$ cat config.mk
export PLATFORM = sky130hd
export DESIGN_NAME = can_self_address_claim_flat
export DESIGN_NICKNAME = d
export VERILOG_FILES = /design/src/rtl/core/can_sa_pkg.sv /design/src/rtl/core/can_sa_ifs.sv /design/src/rtl/core/can_self_address_claim.sv /design/src/flat_wrapper.sv
export SDC_FILE = /design/constraint.sdc
export NUM_CORES = 1
export LEC_CHECK = 0
export BUFFER_PORTS_ARGS = -buffer_cell sky130_fd_sc_hd__buf_4
export CORE_MARGIN = 2
export CORE_UTILIZATION = 50
export CTS_CLUSTER_SIZE = 28
export DETAILED_ROUTE_END_ITERATION = 10
export HOLD_SLACK_MARGIN = 0.12
export PLACE_DENSITY_LB_ADDON = 0.05
export SLEW_MARGIN = 40
export SYNTH_ARGS = -nofsm -noshare
export SYNTH_HDL_FRONTEND = slang
export SYNTH_SLANG_ARGS = --single-unit
$ cat constraint.sdc
create_clock -name clock -period 10.4 [get_ports clock]
set_input_delay 1.56 -clock clock [delete_from_list [all_inputs] [get_ports clock]]
set_output_delay 1.56 -clock clock [all_outputs]
set_load 0.005 [all_outputs]
$ cat src/rtl/core/can_sa_pkg.sv
// can_sa_pkg: shared types and constants of the bus self-addressing block
// beat payload structs, request and token codes, register indexes and defaults
// no dependencies
package can_sa_pkg;

   // default sizing
   localparam int CAN_SA_ADDR_BITS  = 7;
   localparam int CAN_SA_GUID_BYTES = 16;

   // byte counter over the guid, wide enough for the largest guid
   localparam int GUID_IDX_BITS = 4;

   // address search constants
   localparam int ROT_CONST = 'h64;
   localparam int ADDR_TOP  = 120;

   // configuration port
   localparam int CSR_INDEX_BITS = 3;
   localparam int CSR_DATA_BITS  = 64;

   localparam logic [CSR_INDEX_BITS-1:0] CSR_INITIAL_ADDRESS = 3'd0;
   localparam logic [CSR_INDEX_BITS-1:0] CSR_STATIC_MODE     = 3'd1;
   localparam logic [CSR_INDEX_BITS-1:0] CSR_GUID_LOW        = 3'd2;
   localparam logic [CSR_INDEX_BITS-1:0] CSR_GUID_HIGH       = 3'd3;
   localparam logic [CSR_INDEX_BITS-1:0] CSR_CLAIM_DELAY     = 3'd4;
   localparam logic [CSR_INDEX_BITS-1:0] CSR_BEACON_DELAY    = 3'd5;

   localparam logic [15:0] CLAIM_DELAY_RESET  = 16'd100;
   localparam logic [15:0] BEACON_DELAY_RESET = 16'd1200;

   // request codes
   localparam logic [1:0] REQ_RESTART = 2'd0;
   localparam logic [1:0] REQ_TICK    = 2'd1;
   localparam logic [1:0] REQ_TOKEN   = 2'd2;

   // token key codes
   localparam logic [1:0] KIND_OTHER        = 2'd0;
   localparam logic [1:0] KIND_ADDR_REQUEST = 2'd1;
   localparam logic [1:0] KIND_ADDR_IN_USE  = 2'd2;

   // input beat
   typedef struct packed {
      logic [1:0]  req_type;
      logic [31:0] now_time;
      logic [1:0]  token_kind;
      logic [31:0] token_value;
      logic [7:0]  token_sender;
   } req_beat_type;

   // result beat
   typedef struct packed {
      logic        send_valid;
      logic [1:0]  send_kind;
      logic [6:0]  send_value;
      logic [6:0]  current_address;
      logic        address_ok;
      logic        beacon_start;
      logic [31:0] beacon_due;
   } rsp_beat_type;

endpackage

$ cat src/rtl/core/can_sa_ifs.sv
// can_sa_ifs: valid/ready channel interfaces for request and result beats
// depends on can_sa_pkg for the beat structs

// request channel
interface can_sa_req_if
   import can_sa_pkg::*;
();
   logic         valid;
   logic         ready;
   req_beat_type data;

   modport source (output valid, output data, input ready);
   modport sink (input valid, input data, output ready);
endinterface

// result channel
interface can_sa_rsp_if
   import can_sa_pkg::*;
();
   logic         valid;
   logic         ready;
   rsp_beat_type data;

   modport source (output valid, output data, input ready);
   modport sink (input valid, input data, output ready);
endinterface

$ cat src/rtl/core/can_self_address_claim.sv
// can_self_address_claim: bus node self-addressing with guid based address search
// depends on can_sa_pkg and the channel interfaces in can_sa_ifs
// every request beat gives exactly one result beat
//
// Each request beat (restart, time tick or received token) yields one result beat.
// Restarts, tokens and ticks that do not start a proposal have their result in the
// output register on the next cycle; a new beat is taken as soon as that register
// is free or being drained. A tick that proposes a new address runs the address
// search on a single byte accumulator, one guid byte per cycle; a search takes
// between 1 and ADDR_BITS * 2**ADDR_BITS + 1 tries of GUID_BYTES bytes each, and no
// request is taken until it has ended and its result is registered. Configuration
// registers are written through csr_we, csr_index and csr_wdata and should only be
// changed while the block is idle.
module can_self_address_claim
   import can_sa_pkg::*;
#(
   parameter int ADDR_BITS  = CAN_SA_ADDR_BITS,
   parameter int GUID_BYTES = CAN_SA_GUID_BYTES
) (
   input  logic                      clock,
   input  logic                      reset,
   can_sa_req_if.sink                req_port,
   can_sa_rsp_if.source              rsp_port,
   input  logic                      csr_we,
   input  logic [CSR_INDEX_BITS-1:0] csr_index,
   input  logic [CSR_DATA_BITS-1:0]  csr_wdata
);

   localparam int ROT_BITS = $clog2(ADDR_BITS);
   localparam int TRIES    = ADDR_BITS * (2 ** ADDR_BITS) + 1;
   localparam int TRY_BITS = $clog2(TRIES);

   localparam logic [ADDR_BITS-1:0]     ADDR_TOP_V = ADDR_BITS'(ADDR_TOP);
   localparam logic [ADDR_BITS-1:0]     ROT_BASE   = ADDR_BITS'(ROT_CONST);
   localparam logic [ROT_BITS-1:0]      ROT_LAST   = ROT_BITS'(ADDR_BITS - 1);
   localparam logic [GUID_IDX_BITS-1:0] BYTE_LAST  = GUID_IDX_BITS'(GUID_BYTES - 1);
   localparam logic [TRY_BITS-1:0]      TRY_LAST   = TRY_BITS'(TRIES - 1);

   typedef enum logic {
      ST_IDLE,
      ST_SEARCH
   } state_type;

   // address is usable when in range or fixed
   function automatic logic addr_ok_f(input logic [ADDR_BITS-1:0] a, input logic st);
      return ((a != '0) && (a <= ADDR_TOP_V)) || st;
   endfunction

   state_type state_ff, state_in;

   // configuration registers
   logic [6:0]  initial_address_ff, initial_address_in;
   logic        static_mode_ff, static_mode_in;
   logic [63:0] guid_low_ff, guid_low_in;
   logic [63:0] guid_high_ff, guid_high_in;
   logic [15:0] claim_delay_ff, claim_delay_in;
   logic [15:0] beacon_delay_ff, beacon_delay_in;

   // addressing state
   logic [ADDR_BITS-1:0] working_ff, working_in;
   logic [ADDR_BITS-1:0] proposed_ff, proposed_in;
   logic [ROT_BITS-1:0]  rot_ff, rot_in;
   logic [ADDR_BITS-1:0] offset_ff, offset_in;
   logic [31:0]          deadline_ff, deadline_in;

   // search unit
   logic [ADDR_BITS-1:0]     acc_ff, acc_in;
   logic [GUID_IDX_BITS-1:0] idx_ff, idx_in;
   logic [TRY_BITS-1:0]      tries_ff, tries_in;

   // output register
   logic         rsp_valid_ff, rsp_valid_in;
   rsp_beat_type rsp_data_ff, rsp_data_in;

   logic                   req_fire;
   req_beat_type           req;
   logic [127:0]           guid_all;
   logic [7:0]             guid_byte;
   logic [2*ADDR_BITS-1:0] rot_pair;
   logic [ADDR_BITS-1:0]   rot_mask;
   logic [ADDR_BITS-1:0]   acc_sum;
   logic [ADDR_BITS-1:0]   cand;
   logic                   cand_ok;
   logic [31:0]            since_deadline;

   assign req            = req_port.data;
   assign req_port.ready = (state_ff == ST_IDLE) && (!rsp_valid_ff || rsp_port.ready);
   assign req_fire       = req_port.valid && req_port.ready;
   assign rsp_port.valid = rsp_valid_ff;
   assign rsp_port.data  = rsp_data_ff;

   // single byte accumulator of the address search
   assign guid_all  = {guid_high_ff, guid_low_ff};
   assign guid_byte = guid_all[{idx_ff, 3'b000} +: 8];
   assign rot_pair  = {ROT_BASE, ROT_BASE} >> rot_ff;
   assign rot_mask  = rot_pair[ADDR_BITS-1:0];
   assign acc_sum   = acc_ff + (guid_byte[ADDR_BITS-1:0] ^ rot_mask);
   assign cand      = acc_sum + offset_ff;
   assign cand_ok   = (cand != '0) && (cand <= ADDR_TOP_V);

   assign since_deadline = req.now_time - deadline_ff;

   // next state
   always_comb begin
      state_in           = state_ff;
      initial_address_in = initial_address_ff;
      static_mode_in     = static_mode_ff;
      guid_low_in        = guid_low_ff;
      guid_high_in       = guid_high_ff;
      claim_delay_in     = claim_delay_ff;
      beacon_delay_in    = beacon_delay_ff;
      working_in         = working_ff;
      proposed_in        = proposed_ff;
      rot_in             = rot_ff;
      offset_in          = offset_ff;
      deadline_in        = deadline_ff;
      acc_in             = acc_ff;
      idx_in             = idx_ff;
      tries_in           = tries_ff;
      rsp_valid_in       = rsp_valid_ff;
      rsp_data_in        = rsp_data_ff;

      // register writes
      if (csr_we) begin
         case (csr_index)
            CSR_INITIAL_ADDRESS: initial_address_in = csr_wdata[6:0];
            CSR_STATIC_MODE:     static_mode_in     = csr_wdata[0];
            CSR_GUID_LOW:        guid_low_in        = csr_wdata;
            CSR_GUID_HIGH:       guid_high_in       = csr_wdata;
            CSR_CLAIM_DELAY:     claim_delay_in     = csr_wdata[15:0];
            CSR_BEACON_DELAY:    beacon_delay_in    = csr_wdata[15:0];
            default: ;
         endcase
      end

      // result beat taken
      if (rsp_valid_ff && rsp_port.ready) begin
         rsp_valid_in = 1'b0;
      end

      case (state_ff)
         ST_IDLE: begin
            if (req_fire) begin
               rsp_data_in              = '0;
               rsp_valid_in             = 1'b1;
               case (req.req_type)
                  REQ_RESTART: begin
                     working_in  = ADDR_BITS'(initial_address_ff);
                     proposed_in = '0;
                     rot_in      = '0;
                     offset_in   = '0;
                  end
                  REQ_TICK: begin
                     if (!addr_ok_f(working_ff, static_mode_ff)) begin
                        if (proposed_ff == '0) begin
                           // start a search, result comes when it ends
                           deadline_in  = req.now_time + 32'(claim_delay_ff);
                           acc_in       = '0;
                           idx_in       = '0;
                           tries_in     = '0;
                           rsp_valid_in = 1'b0;
                           state_in     = ST_SEARCH;
                        end else if (!since_deadline[31]) begin
                           // claim deadline passed: adopt the proposal
                           working_in               = proposed_ff;
                           proposed_in              = '0;
                           rsp_data_in.send_valid   = 1'b1;
                           rsp_data_in.send_kind    = KIND_ADDR_IN_USE;
                           rsp_data_in.send_value   = 7'(proposed_ff);
                           rsp_data_in.beacon_start = 1'b1;
                           rsp_data_in.beacon_due   = req.now_time + 32'(beacon_delay_ff);
                        end
                     end
                  end
                  REQ_TOKEN: begin
                     if (((req.token_kind == KIND_ADDR_IN_USE) &&
                          (req.token_value == 32'(proposed_ff))) ||
                         ((working_ff != '0) && (8'(working_ff) == req.token_sender) &&
                          !static_mode_ff)) begin
                        // conflict: restart addressing
                        working_in  = '0;
                        proposed_in = '0;
                     end else if ((req.token_kind == KIND_ADDR_REQUEST) &&
                                  (req.token_value == 32'(working_ff))) begin
                        rsp_data_in.send_valid = 1'b1;
                        rsp_data_in.send_kind  = KIND_ADDR_IN_USE;
                        rsp_data_in.send_value = 7'(working_ff);
                     end
                  end
                  default: ;
               endcase
               rsp_data_in.current_address = 7'(working_in);
               rsp_data_in.address_ok      = addr_ok_f(working_in, static_mode_ff);
            end
         end
         ST_SEARCH: begin
            if (idx_ff == BYTE_LAST) begin
               // one try done: step rotation, and offset when rotation wraps
               acc_in   = '0;
               idx_in   = '0;
               tries_in = tries_ff + 1'b1;
               if (rot_ff == ROT_LAST) begin
                  rot_in    = '0;
                  offset_in = offset_ff + 1'b1;
               end else begin
                  rot_in = rot_ff + 1'b1;
               end
               if (cand_ok || (tries_ff == TRY_LAST)) begin
                  proposed_in                 = cand_ok ? cand : ADDR_BITS'(1);
                  rsp_data_in                 = '0;
                  rsp_data_in.send_valid      = 1'b1;
                  rsp_data_in.send_kind       = KIND_ADDR_REQUEST;
                  rsp_data_in.send_value      = cand_ok ? 7'(cand) : 7'd1;
                  rsp_data_in.current_address = 7'(working_ff);
                  rsp_data_in.address_ok      = addr_ok_f(working_ff, static_mode_ff);
                  rsp_valid_in                = 1'b1;
                  state_in                    = ST_IDLE;
               end
            end else begin
               acc_in = acc_sum;
               idx_in = idx_ff + 1'b1;
            end
         end
         default: state_in = ST_IDLE;
      endcase
   end

   // state and registered outputs
   always_ff @(posedge clock) begin
      rsp_data_ff <= rsp_data_in;
      acc_ff      <= acc_in;
      idx_ff      <= idx_in;
      tries_ff    <= tries_in;
      if (reset) begin
         state_ff           <= ST_IDLE;
         initial_address_ff <= '0;
         static_mode_ff     <= 1'b0;
         guid_low_ff        <= '0;
         guid_high_ff       <= '0;
         claim_delay_ff     <= CLAIM_DELAY_RESET;
         beacon_delay_ff    <= BEACON_DELAY_RESET;
         working_ff         <= '0;
         proposed_ff        <= '0;
         rot_ff             <= '0;
         offset_ff          <= '0;
         deadline_ff        <= '0;
         rsp_valid_ff       <= 1'b0;
      end else begin
         state_ff           <= state_in;
         initial_address_ff <= initial_address_in;
         static_mode_ff     <= static_mode_in;
         guid_low_ff        <= guid_low_in;
         guid_high_ff       <= guid_high_in;
         claim_delay_ff     <= claim_delay_in;
         beacon_delay_ff    <= beacon_delay_in;
         working_ff         <= working_in;
         proposed_ff        <= proposed_in;
         rot_ff             <= rot_in;
         offset_ff          <= offset_in;
         deadline_ff        <= deadline_in;
         rsp_valid_ff       <= rsp_valid_in;
      end
   end

endmodule
$ cat src/flat_wrapper.sv
// flat-port wrapper written by rule: the top's interface ports become plain ports
module can_self_address_claim_flat import can_sa_pkg::*;
#(
   parameter int ADDR_BITS  = CAN_SA_ADDR_BITS,
   parameter int GUID_BYTES = CAN_SA_GUID_BYTES
)
  (clock, reset, csr_we, csr_index, csr_wdata, req_port_valid, req_port_data, req_port_ready, rsp_port_valid, rsp_port_data, rsp_port_ready);
  can_sa_req_if req_port_i ();
  can_sa_rsp_if rsp_port_i ();
  input  logic clock;
  input  logic reset;
  input  logic csr_we;
  input  logic [CSR_INDEX_BITS-1:0] csr_index;
  input  logic [CSR_DATA_BITS-1:0] csr_wdata;
  input wire logic [$bits(req_port_i.valid)-1:0] req_port_valid;
  input wire logic [$bits(req_port_i.data)-1:0] req_port_data;
  output wire logic [$bits(req_port_i.ready)-1:0] req_port_ready;
  output wire logic [$bits(rsp_port_i.valid)-1:0] rsp_port_valid;
  output wire logic [$bits(rsp_port_i.data)-1:0] rsp_port_data;
  input wire logic [$bits(rsp_port_i.ready)-1:0] rsp_port_ready;
  assign req_port_i.valid = req_port_valid;
  assign req_port_i.data = req_port_data;
  assign req_port_ready = req_port_i.ready;
  assign rsp_port_valid = rsp_port_i.valid;
  assign rsp_port_data = rsp_port_i.data;
  assign rsp_port_i.ready = rsp_port_ready;
  can_self_address_claim #(.ADDR_BITS(ADDR_BITS), .GUID_BYTES(GUID_BYTES)) u_core (.clock(clock), .reset(reset), .req_port(req_port_i), .rsp_port(rsp_port_i), .csr_we(csr_we), .csr_index(csr_index), .csr_wdata(csr_wdata));
endmodule
-- Yosys cells after proc, flatten, opt, wreduce, memory -nomap -nowiden
Cells that the tools add are included.
- reduce and logical (&&, ||, !) cells: 37
- bitwise operators: 3
- shift operators: 2
- eq/ne operators: 28
- $add $sub $neg: 9
- mux-type cells: 74
- $lt $le $gt $ge: 3
- operator list (cell ; number):
    two-way mux 7 bit ; 23
    two-way mux 51 bit ; 3
    two-way mux 33 bit ; 4
    variable part select 128 x 8 -> 7 bit ; 1
    case mux 51 bit (2 select lines) ; 1
    two-way mux 10 bit ; 10
    adder 32 x 16 -> 32 bit ; 2
    == test 32 x 7 -> 1 bit ; 2
    case mux 7 bit (2 select lines) ; 3
    case mux 7 bit (3 select lines) ; 2
    case mux 10 bit (2 select lines) ; 2
    subtractor 32 bit ; 1
    less-or-equal comparator 7 bit, second input constant ; 3
    nonzero test 7 bit ; 3
    two-way mux 4 bit ; 5
    adder 7 bit ; 2
    != test 2 bit, second input constant ; 7
    AND reduction 2 bit ; 7
    >> shifter 14 x 3 -> 7 bit, first input constant ; 1
    two-way mux 1 bit ; 13
    two-way mux 3 bit ; 4
    != test 3 bit, second input constant ; 4
    adder 10 x 1 -> 10 bit, second input constant ; 1
    == test 10 bit, second input constant ; 1
    27 further kinds ; 51
- output and inout port bits: 53
- flip-flop bits (word level): 298
- word-level logic and storage cells: 179
- input port bits: 148

-- Longest topological paths before layout
Gate-level depths: netlist of run 1.
- word-level depth: 13
- depth in mapped cells: 25
- depth with buffers taken out: 22

-- Worst setup path after synthesis of run 1
OpenSTA, ideal clock, no wires.
- path kind: register to register
- from: reg u_core.idx_ff[0]
- to: reg u_core.rsp_data_ff (netlist bit u_core.rsp_port.data[0]) (enable)
- required time: 9.923 ns
- cell stages (with the launch flop): 22
- setup time: 0.477 ns
- period minus slack after synthesis: 7.527 ns
- data arrival time: 7.051 ns
- buffers on the path: 4
- setup slack: 2.873 ns
- cells stage by stage: edfxtp_1 -> buf_6 -> buf_8 -> buf_1 -> clkbuf_1 -> mux2i_1 -> a221oi_1 -> o21ai_0 -> nand2_1 -> xnor2_1 -> ha_1 -> fa_1 -> fa_1 -> a21o_1 -> a21oi_1 -> o21bai_1 -> a21oi_1 -> xnor2_1 -> xnor2_1 -> mux2_4 -> nor2_1 -> a21oi_1
- longest elaborated chain between the ends: 9
- elaborated cells between the ends (all ways): 12
- classes of those cells: add/sub (2); order compare (1); eq/ne (3); shift (1); bitwise (1); reduce/logical (4)
- ends and longest elaborated chain (item ; line ; text):
    start: declaration ; can_self_address_claim.sv:68 ; logic [GUID_IDX_BITS-1:0] idx_ff, idx_in;
    start signal: assignment ; can_self_address_claim.sv:232 ; idx_ff <= idx_in;
    variable part select 128 x 8 -> 7 bit (*) ; can_self_address_claim.sv:94 ; assign guid_byte = guid_all[{idx_ff, 3'b000} +: 8];
    bitwise XOR 7 bit (*) ; can_self_address_claim.sv:97 ; assign acc_sum = acc_ff + (guid_byte[ADDR_BITS-1:0] ^ rot_mask);
    adder 7 bit (*) ; can_self_address_claim.sv:97 ;
    net u_core.acc_sum[1] ; can_self_address_claim.sv:81 ; logic [ADDR_BITS-1:0] acc_sum;
    adder 7 bit (*) ; can_self_address_claim.sv:98 ; assign cand = acc_sum + offset_ff;
    less-or-equal comparator 7 bit or nonzero test 7 bit (tied branches) ; can_self_address_claim.sv:99 ; assign cand_ok = (cand != '0) && (cand <= ADDR_TOP_V);
    logical AND 1 bit (*) ; can_self_address_claim.sv:99 ;
    logical OR 1 bit (*) ; can_self_address_claim.sv:208 ; if (cand_ok || (tries_ff == TRY_LAST)) begin
    != test 2 bit (no source line) (*) ; n/a ;
    AND reduction 3 bit (no source line) (*) ; n/a ;
    end signal: assignment ; can_self_address_claim.sv:230 ; rsp_data_ff <= rsp_data_in;
    end: declaration ; can_self_address_claim.sv:73 ; rsp_beat_type rsp_data_ff, rsp_data_in;
The timed path passes the listed nets; every way through them passes the cells marked *.
A chain may end at the register's enable or synchronous reset.

-- Worst setup path in the final report of run 1
- from: reg u_core.idx_ff[0]
- to: reg u_core.rsp_data_ff (netlist bit u_core.rsp_port.data[26]) (enable)
The elaborated chain is that of the path after synthesis.

==> results.py, run 1 <==
metrics = {
    "detailed_routing": {
        "postRouteAntennaNets": 0,
        "dr.pass1.iters": 5,
        "drt_iter0_markers": 792,
        "wirelength_mm": 39.3,
        "avgRoutedWirePerCell_um": 17.2,
        "drc": 0,
        "vias": 12600,
        "vias_per_cell": 5.51,
    },
    "yosys": {
        "syn_area_sq_um": 15000,
        "synth_warnings": 0,
        "syn_inst": 1725,
        "synth_edf_count": 72,
        "ys_ff_latch": 282,
        "yosysSeqAreaShare_pct": 42.4,
        "ys_types": 65,
        "syn_nets": 1962,
        "synthArstFlopShare_pct": 0,
        "syn_avg_cell_area_sq_um": 8.71,
        "synth_flop_cell": "dfxtp_1",
    },
    "sta": {
        "setup_viol": 0,
        "fin_crit_ns": 5.95,
        "fin_ws_ns": 4.45,
        "finClkSkew_ns": 0.0102,
        "period_share_pct": 57.2,
        "worstMarginPinSlew_ns": 0.805,
        "rsz0062_at_grt": "false",
        "maxSlewHeadroom_pct": 46.3,
        "hold_viol": 0,
        "tns_ns": 0,
        "fmaxAchievable_ghz": 0.168,
        "drv_slew": 0,
    },
    "finish": {
        "drive_above_1_share_pct": 16.2,
        "regArea_sq_um": 6370,
        "multiInputGateArea_sq_um": 8110,
        "area_growth_pct": 18.5,
        "finalNetCount": 2108,
        "fillerInstances": 2695,
        "layout_common_cells": "nand2_1, a21oi_1, dfxtp_1, buf_4, nor2_1",
        "layout_commonest_cell": "nand2_1",
    },
    "power_and_ir_drop": {
        "powerDensity_nw_per_um2": 151,
        "p_leak_nw": 6.75,
        "peakVddDrop_uv": 148,
    },
    "run_status": {
        "status": "complete, no violations",
    },
    "global_route": {
        "grt_pass1_wl_mm": 62.2,
        "antenna_found_initial": 2,
        "grt-ovfl-total": 0,
        "grt_max_degree": 123,
        "grt_pass1_vias": 11800,
        "grt_usage_pct": 24.6,
    },
    "critical_path": {
        "critPathArrivalTime_ns": 6.13,
        "cp.required_ns": 10.59,
        "r2r_setup_slack_ns": 4.45,
        "crit_slowest_cell": "buf_4",
        "critical-path-top-delay-family": "compound AO/OA/AOI/OAI gates",
        "crit_type": "flop to flop",
        "path_cells": "buf_4 -> mux2_2 -> o21ai_0 -> a21oi_1 -> a22oi_1 -> nand2_1 -> xnor2_1 -> ha_1 -> fa_1 -> fa_1 -> a21o_1 -> a21oi_1 -> o21bai_1 -> a21oi_1 -> xnor2_1 -> xnor2_1 -> mux2_4 -> nor2_1 -> a21oi_4 -> buf_4",
        "critPathMaxStageDelay_ns": 0.61,
        "worstSetupStartpointType": "flop",
        "worst-path-buf-inv": 2,
        "critPathCaptureType": "flop",
        "crit_fanout": 51,
    },
    "placement": {
        "dpl_worst_slack_ns": 4.44,
        "hpwl_mm": 27.7,
        "portBuffers": 194,
        "gp_congestion": 0.877,
    },
    "clocking": {
        "cts_tree": "done",
        "clk_pin_slew_ns": 0.06,
        "clockRootBuffer": "clkbuf_16",
        "cts_buffer_depth": 3,
        "clock_latency_ns": 0.55,
        "cts_buffers": 31,
        "cts.sinks": 282,
        "htreeDepth": 1,
        "holdBufCountCts": 0,
        "cts_resized": 0,
        "postCtsSetupBuffers": 0,
    },
    "floorplanning": {
        "num_rows": 63,
        "core_sq_um": 29600,
        "start_util_pct": 50.7,
        "io_pins": 201,
        "die_width_um": 177,
        "dieArea_sq_um": 31400,
        "die_h_um": 177,
    },
    "job": {
        "max-cap-violations": 0,
    },
    "min_path": {
        "hold_class": "flop to flop",
    },
}
layer usage:
| metal | track usage [%] | wire length [um] | vias up |
|---|---|---|---|
| li1 | - | - | 6285 |
| met1 | 34.9 | 18100 | 5923 |
| met2 | 40.5 | 18200 | 338 |
| met3 | 3.34 | 2450 | 44 |
| met4 | 4.88 | 627 | 0 |
| met5 | 0 | 0 | - |
cells in the mapped netlist (16+ instances only):
cell type  number  area, sq um
clkbuf_1       82          308
nand3_1        32          160
nor2b_1        18          113
nor2_1         95          357
mux2i_1        31          310
and2_1         27          169
edfxtp_1       72         2160
ha_1           85         1060
dfxtp_1       210         4200
nand2_1       377         1420
nor3_1         26          130
a211oi_1       25          188
xnor2_1        59          517
xor2_1         38          333
o21ai_0        51          255
mux4_2         20          450
a21oi_1       213         1070
inv_1          60          225
and3_1         16          100
power breakdown:
group	leakage, nW	internal, mW	switching, mW
sequential	2.41	1.17	0.0273
combinational	3.83	0.166	0.208
clock	0.509	0.670	0.445
metrics by stage:
step	power (mW)	std cells	utilization, %	hold slack (ns)	instance area, sq um
2_1_floorplan	1.44	1725	-	0.432	15000
3_3_place_gp	1.58	2228	56.4	0.439	16700
3_5_place_dp	1.59	2228	56.5	0.444	16700
4_1_cts	2.70	2285	60.0	0.452	17800
5_1_grt	2.80	2286	60.0	0.467	17800
6_report	2.69	2287	60.0	0.451	17800
flip-flops by register name, indices dropped and copies added, names as in the netlist:
| signal | count |
|---|---|
| u_core.deadline_ff | 32 |
| u_core.static_mode_ff | 1 |
| u_core.guid_low_ff | 56 |
| u_core.beacon_delay_ff | 16 |
| u_core.state_ff | 1 |
| u_core.claim_delay_ff | 16 |
| u_core.initial_address_ff | 7 |
| u_core.rot_ff | 3 |
| u_core.proposed_ff | 7 |
| u_core.idx_ff | 4 |
| u_core.rsp_port.data | 51 |
| u_core.working_ff | 7 |
| u_core.offset_ff | 7 |
| u_core.guid_high_ff | 56 |
| u_core.tries_ff | 10 |
| u_core.rsp_port.valid | 1 |
| u_core.acc_ff | 7 |
layout make-up:
class	count	area share (%)
Multi-Input combinational cell	1290	45.6
Sequential cell	282	35.8
Timing Repair Buffer	206	8.76
Clock inverter	14	0.837
Tap cell	390	2.74
Inverter	60	1.27
Antenna cell	2	0.0281
Clock buffer	43	5.01
cell families after synthesis:
group / after synthesis / synth area share, %
AND/OR/NAND/NOR: 675 / 20.0
AO/OA/AOI/OAI: 367 / 14.3
flip-flops: 282 / 42.4
buffers and inverters: 153 / 3.97
XOR/XNOR: 98 / 5.81
adder cells (fa/ha/maj): 89 / 7.61
multiplexers: 61 / 5.84
worst paths after layout:
kind | startpoint | to | depth (start not counted)
worst max-delay path | u_core.idx_ff[0]$_SDFFCE_PP0P_ | u_core.rsp_port.data[26]$_SDFFCE_PP0P_ | 20
worst min-delay path | u_core.guid_high_ff[48]$_SDFFE_PP0P_ | u_core.guid_high_ff[48]$_SDFFE_PP0P_ | 2
worst max register to register | u_core.idx_ff[0]$_SDFFCE_PP0P_ | u_core.rsp_port.data[26]$_SDFFCE_PP0P_ | 20
worst min register to register | u_core.guid_high_ff[48]$_SDFFE_PP0P_ | u_core.guid_high_ff[48]$_SDFFE_PP0P_ | 2
worst min-delay path, delay by kind of cell, from the launching register on:
family             cells  cell delay, ns
AOI/OAI and AO/OA      1            0.05
DFF                    1            0.30
and+or+nand+nor        1            0.05
Note: power is estimated with default switching activity, not from simulation.
==> inputs of run 2 (changes only) <==
==> constraint.sdc (replaced) <==
create_clock -name clock -period 5.8 [get_ports clock]
set_input_delay 0.87 -clock clock [delete_from_list [all_inputs] [get_ports clock]]
set_output_delay 0.87 -clock clock [all_outputs]
set_load 0.005 [all_outputs]
==> run 2 against run 1 <==
Effect of this change:
- sequential cell count is the same
- via count grew 0.90%
- sequential power grew 78%
- count of clock-buffer cells in the layout shrank 1
- worst setup slack lost 4.1 ns
- fmax grew 9.3%
- critical path depth is the same
- critical path type unchanged
- highest routed layer unchanged
==> results.py, run 2 (synthesized netlist as in run 1, its figures left out) <==
metrics = {
    "critical_path": {
        "r2r-start": "u_core.idx_ff[0]$_SDFFCE_PP0P_",
        "critPathArrivalTime_ns": 5.75,
        "reg2regPathDepth": 20,
        "reg2reg_to": "u_core.rsp_port.data[27]$_SDFFCE_PP0P_",
        "crit_slowest_cell": "or4_1",
        "critPathCaptureType": "flop",
        "critPathMaxStageDelay_ns": 0.55,
        "cp.required_ns": 6.10,
        "crit_fanout": 12,
        "r2r_setup_slack_ns": 0.36,
        "crit_type": "flop to flop",
        "path_cells": "buf_4 -> mux2_2 -> o21ai_0 -> a21oi_1 -> a22oi_1 -> nand2_1 -> xnor2_1 -> ha_1 -> fa_1 -> a21o_1 -> a21oi_1 -> xnor2_1 -> ha_1 -> a21oi_1 -> xnor2_1 -> or4_1 -> mux2_4 -> nor2_1 -> a21oi_4 -> buf_4",
        "worstSetupStartpointType": "flop",
    },
    "clocking": {
        "cts_resized": 0,
        "clk_pin_slew_ns": 0.06,
        "cts_tree": "done",
        "holdBufCountCts": 0,
        "htreeDepth": 1,
        "cts_buffer_depth": 3,
        "cts_buffers": 31,
        "clock_latency_ns": 0.56,
        "postCtsSetupBuffers": 0,
        "cts.sinks": 282,
        "clockRootBuffer": "clkbuf_16",
    },
    "floorplanning": {
        "die_h_um": 177,
        "start_util_pct": 50.7,
        "io_pins": 201,
        "die_width_um": 177,
        "dieArea_sq_um": 31400,
        "num_rows": 63,
        "core_sq_um": 29600,
    },
    "sta": {
        "fmaxAchievable_ghz": 0.184,
        "fin_crit_ns": 5.44,
        "worstMarginPinSlew_ns": 0.827,
        "finClkSkew_ns": 0.00996,
        "hold_viol": 0,
        "rsz0062_at_grt": "false",
        "drv_slew": 0,
        "tns_ns": 0,
        "maxSlewHeadroom_pct": 44.9,
        "setup_viol": 0,
        "period_share_pct": 93.8,
    },
    "placement": {
        "portBuffers": 194,
        "placed_cell_area_sq_um": 16800,
        "hpwl_mm": 28.1,
        "gp_congestion": 0.842,
        "place_inst": 2234,
    },
    "detailed_routing": {
        "drt_iter0_markers": 908,
        "vias": 12700,
        "wirelength_mm": 39.5,
        "dr.pass1.iters": 8,
        "avgRoutedWirePerCell_um": 17.2,
        "postRouteAntennaNets": 0,
        "drc": 0,
        "vias_per_cell": 5.54,
    },
    "global_route": {
        "grt-ovfl-total": 0,
        "grt_max_degree": 105,
        "grt_usage_pct": 24.7,
        "grt_pass1_wl_mm": 62.2,
        "grt_pass1_vias": 11700,
        "antenna_found_initial": 2,
    },
    "finish": {
        "layout_commonest_cell": "nand2_1",
        "finalNetCount": 2115,
        "final_util_pct": 60.4,
        "area_growth_pct": 19.1,
        "fillerInstances": 2684,
        "fin_cells": 2295,
        "design_area_sq_um": 17900,
        "layout_common_cells": "nand2_1, a21oi_1, dfxtp_1, buf_4, nor2_1",
        "drive_above_1_share_pct": 16.8,
    },
    "min_path": {
        "hold_class": "flop to flop",
        "hold_depth": 2,
        "hold_end": "u_core.deadline_ff[0]$_SDFFE_PP0P_",
        "worstHoldStart": "u_core.deadline_ff[0]$_SDFFE_PP0P_",
    },
    "run_status": {
        "status": "complete, no violations",
    },
    "power_and_ir_drop": {
        "peakVddDrop_uv": 220,
        "powerDensity_nw_per_um2": 270,
        "swShare_pct": 25.3,
        "p_int_mw": 3.61,
        "clockPowerShare_pct": 41.6,
        "combPwrFrac_pct": 14.0,
        "p_sw_mw": 1.22,
        "seq_power_share_pct": 44.3,
        "power_mw": 4.84,
        "p_leak_nw": 6.82,
    },
    "job": {
        "max-cap-violations": 0,
    },
}
run 2: area by class of cell:
class                      count  area, sq um  share of cell area (%)
antenna                        2         5.00                  0.0280
sequential                   282         6370                    35.6
clock buffer                  42          898                    5.02
clock inverter                16          158                   0.881
inverter                      60          225                    1.26
timing repair buffer         212         1620                    9.08
tap                          390          488                    2.73
multi-input combinational   1291         8120                    45.4
run 2: power by group through the flow:
stage          Combinational, mW  Clock [mW]  Sequential, mW
6_report                   0.679        2.01            2.14
5_1_grt                    0.753        2.13            2.15
4_1_cts                    0.680        2.05            2.14
3_5_place_dp               0.676           0            2.19
3_3_place_gp               0.664           0            2.18
2_1_floorplan              0.417           0            2.17
run 2: worst max-delay path by stage:
stage                              startpoint                                     end  slack [ns]  cells after the start
3_3_place_gp   u_core.idx_ff[0]$_SDFFCE_PP0P_  u_core.rsp_port.data[28]$_SDFFCE_PP0P_        0.33                     20
3_5_place_dp   u_core.idx_ff[0]$_SDFFCE_PP0P_  u_core.rsp_port.data[29]$_SDFFCE_PP0P_        0.30                     20
4_1_cts        u_core.idx_ff[0]$_SDFFCE_PP0P_  u_core.rsp_port.data[27]$_SDFFCE_PP0P_        0.26                     20
2_1_floorplan  u_core.idx_ff[0]$_SDFFCE_PP0P_   u_core.rsp_port.data[0]$_SDFFCE_PP0P_        0.10                     21
5_1_grt        u_core.idx_ff[0]$_SDFFCE_PP0P_  u_core.rsp_port.data[26]$_SDFFCE_PP0P_        0.08                     20
6_report       u_core.idx_ff[0]$_SDFFCE_PP0P_  u_core.rsp_port.data[27]$_SDFFCE_PP0P_        0.36                     20
run 2: metrics by stage:
| step | hold WS [ns] | worst slack (ns) |
|---|---|---|
| floorplan | 0.432 | 0.103 |
| global placement | 0.439 | 0.329 |
| detailed placement | 0.443 | 0.304 |
| CTS | 0.451 | 0.261 |
| global route | 0.467 | 0.0795 |
| finish | 0.449 | 0.358 |
run 2: per-layer routing:
metal	vias to the layer above	routed length (um)	track usage [%]
met5	-	0	0
met4	0	803	5.98
met3	61	2500	3.43
met2	378	17900	39.5
met1	5958	18300	35.5
li1	6306	-	-
run 2: worst max-delay path: cells and delay by family, from the launching register on:
kind                       cells  cell delay (ns)
adders and majority gates      3             0.92
buffers and inverters          2             0.49
xor gates and xnor gates       3             0.44
muxes                          2             0.64
DFF                            1             0.41
AOI/OAI and AO/OA              7             1.28
and+or+nand+nor                3             0.98
==> inputs of run 3 (changes only) <==
--- a/config.mk
+++ b/config.mk
@@ -11,7 +11,7 @@
 export CTS_CLUSTER_SIZE = 28
 export DETAILED_ROUTE_END_ITERATION = 10
 export HOLD_SLACK_MARGIN = 0.12
-export PLACE_DENSITY_LB_ADDON = 0.05
+export PLACE_DENSITY_LB_ADDON = 0.1
 export SLEW_MARGIN = 40
 export SYNTH_ARGS = -nofsm -noshare
 export SYNTH_HDL_FRONTEND = slang
==> run 3 against run 2 <==
Effect of this change:
- worst hold slack improved by 0.0017 ns
- first-iteration DRC count fell by 1.8%
- largest cell class unchanged
- highest routed layer unchanged
- sequential power about the same
- register-to-register slack improved by 0.18 ns
- critical path depth increased by 1
- largest power group unchanged
==> results.py, run 3 (synthesized netlist as in run 1, its figures left out) <==
metrics = {
    "run_status": {
        "status": "complete, no violations",
    },
    "finish": {
        "drive_above_1_share_pct": 16.4,
        "area_growth_pct": 18.6,
        "fin_cells": 2300,
        "fillerInstances": 2680,
        "multiInputGateArea_sq_um": 8110,
        "final_util_pct": 60.1,
        "regArea_sq_um": 6370,
        "layout_commonest_cell": "nand2_1",
        "layout_common_cells": "nand2_1, buf_4, a21oi_1, dfxtp_1, nor2_1",
        "finalNetCount": 2122,
    },
    "detailed_routing": {
        "dr.pass1.iters": 5,
        "postRouteAntennaNets": 0,
        "drt_iter0_markers": 892,
        "drc": 0,
        "avgRoutedWirePerCell_um": 16.9,
        "vias_per_cell": 5.51,
        "wirelength_mm": 38.9,
        "vias": 12700,
    },
    "clocking": {
        "cts_resized": 0,
        "cts.sinks": 282,
        "clockRootBuffer": "clkbuf_16",
        "htreeDepth": 1,
        "clk_pin_slew_ns": 0.06,
        "clock_latency_ns": 0.56,
        "cts_buffer_depth": 3,
        "cts_tree": "done",
        "cts_buffers": 30,
    },
    "critical_path": {
        "cp.required_ns": 6.10,
        "crit_start": "u_core.idx_ff[0]$_SDFFCE_PP0P_",
        "critical-path-top-delay-family": "compound AO/OA/AOI/OAI gates",
        "critPathCaptureType": "flop",
        "critPathArrivalTime_ns": 5.56,
        "crit_type": "flop to flop",
        "r2r-start": "u_core.idx_ff[0]$_SDFFCE_PP0P_",
        "worst-path-buf-inv": 3,
        "critPathMaxStageDelay_ns": 0.54,
        "crit_slowest_cell": "or4_1",
        "reg2reg_to": "u_core.rsp_port.data[11]$_SDFFCE_PP0P_",
        "crit_fanout": 24,
        "crit_path_end": "u_core.rsp_port.data[11]$_SDFFCE_PP0P_",
        "reg2regPathDepth": 21,
        "path_cells": "buf_12 -> mux2_2 -> o21ai_0 -> a21oi_1 -> a22oi_1 -> nand2_1 -> xnor2_1 -> ha_1 -> fa_1 -> a21o_1 -> a21oi_1 -> xnor2_1 -> ha_1 -> a21oi_1 -> xnor2_1 -> or4_1 -> mux2_4 -> nor2_1 -> a21oi_4 -> buf_16 -> buf_4",
        "worstSetupStartpointType": "flop",
        "r2r_setup_slack_ns": 0.54,
        "worst-path-stages": 21,
    },
    "global_route": {
        "grt-ovfl-total": 0,
        "antenna_found_initial": 1,
        "grt_usage_pct": 24.4,
        "grt_max_degree": 99,
        "grt_pass1_wl_mm": 61.6,
        "grt_pass1_vias": 11800,
    },
    "power_and_ir_drop": {
        "p_leak_nw": 6.78,
        "powerDensity_nw_per_um2": 260,
        "power_mw": 4.64,
        "peakVddDrop_uv": 268,
    },
    "floorplanning": {
        "dieArea_sq_um": 31400,
        "core_sq_um": 29600,
        "die_width_um": 177,
        "num_rows": 63,
        "start_util_pct": 50.7,
        "die_h_um": 177,
        "io_pins": 201,
    },
    "sta": {
        "setup_viol": 0,
        "hold_viol": 0,
        "period_share_pct": 90.8,
        "fin_crit_ns": 5.26,
        "drv_slew": 0,
        "rsz0062_at_grt": "false",
        "tns_ns": 0,
        "finClkSkew_ns": 0.0157,
        "worstMarginPinSlew_ns": 0.752,
        "fmaxAchievable_ghz": 0.190,
        "maxSlewHeadroom_pct": 48.6,
    },
    "placement": {
        "hpwl_mm": 27.9,
        "place_inst": 2238,
        "gp_congestion": 0.874,
        "portBuffers": 194,
    },
    "job": {
        "max-cap-violations": 0,
    },
    "min_path": {
        "hold_class": "flop to flop",
    },
}
==> run 3: worst min-delay path by stage <==
stage,from,endpoint,slack (ns),cells after the start
after CTS,u_core.deadline_ff[2]$_SDFFE_PP0P_,u_core.deadline_ff[2]$_SDFFE_PP0P_,0.45,2
after global routing,u_core.guid_high_ff[21]$_SDFFE_PP0P_,u_core.guid_high_ff[21]$_SDFFE_PP0P_,0.47,2
after global placement,u_core.deadline_ff[0]$_SDFFE_PP0P_,u_core.deadline_ff[0]$_SDFFE_PP0P_,0.44,2
after detailed placement,u_core.deadline_ff[2]$_SDFFE_PP0P_,u_core.deadline_ff[2]$_SDFFE_PP0P_,0.44,2
final,u_core.guid_high_ff[48]$_SDFFE_PP0P_,u_core.guid_high_ff[48]$_SDFFE_PP0P_,0.45,2
after floorplan,u_core.deadline_ff[0]$_SDFFE_PP0P_,u_core.deadline_ff[0]$_SDFFE_PP0P_,0.43,2
==> run 3: final cells by class <==
type | count | share of cell area (%)
inverter | 60 | 1.26
antenna | 1 | 0.0140
clock inverter | 14 | 0.541
clock buffer | 42 | 4.64
multi-input combinational | 1290 | 45.5
timing repair buffer | 221 | 9.54
tap | 390 | 2.74
sequential | 282 | 35.7
==> run 3: report_power, final <==
| group | switching (mW) | internal (mW) |
|---|---|---|
| Clock | 0.780 | 1.03 |
| Sequential | 0.0481 | 2.09 |
| Combinational | 0.372 | 0.312 |
==> run 3: per-stage QoR <==
| stage | setup WS, ns | cell area (sq um) | hold slack, ns |
|---|---|---|---|
| floorplan | 0.103 | 15000 | 0.432 |
| global placement | 0.318 | 16800 | 0.439 |
| detailed placement | 0.469 | 16800 | 0.444 |
| CTS | 0.436 | 17800 | 0.452 |
| global route | 0.158 | 17800 | 0.469 |
| finish | 0.535 | 17800 | 0.451 |
==> run 3: timing repair <==
| action | 4_1_cts | 5_1_grt |
|---|---|---|
| endpoints found under the setup margin | 0 | 17 |
| hold buffers | 0 | 0 |
| setup buffers | 0 | 5 |
==> run 3: worst min-delay path: cells and delay by family (launching register included) <==
kind	cells	cell delay, ns
DFF	1	0.31
and+or+nand+nor	1	0.05
AOI/OAI and AO/OA	1	0.05
==> run 3: layer usage <==
metal | global-route usage (%) | share of wire, % | up-vias
met1 | 34.3 | 46 | 5948
met4 | 6.63 | 2.3 | 0
li1 | - | - | 6301
met3 | 3.06 | 5.8 | 65
met2 | 39.6 | 46 | 348
met5 | 0 | 0 | -
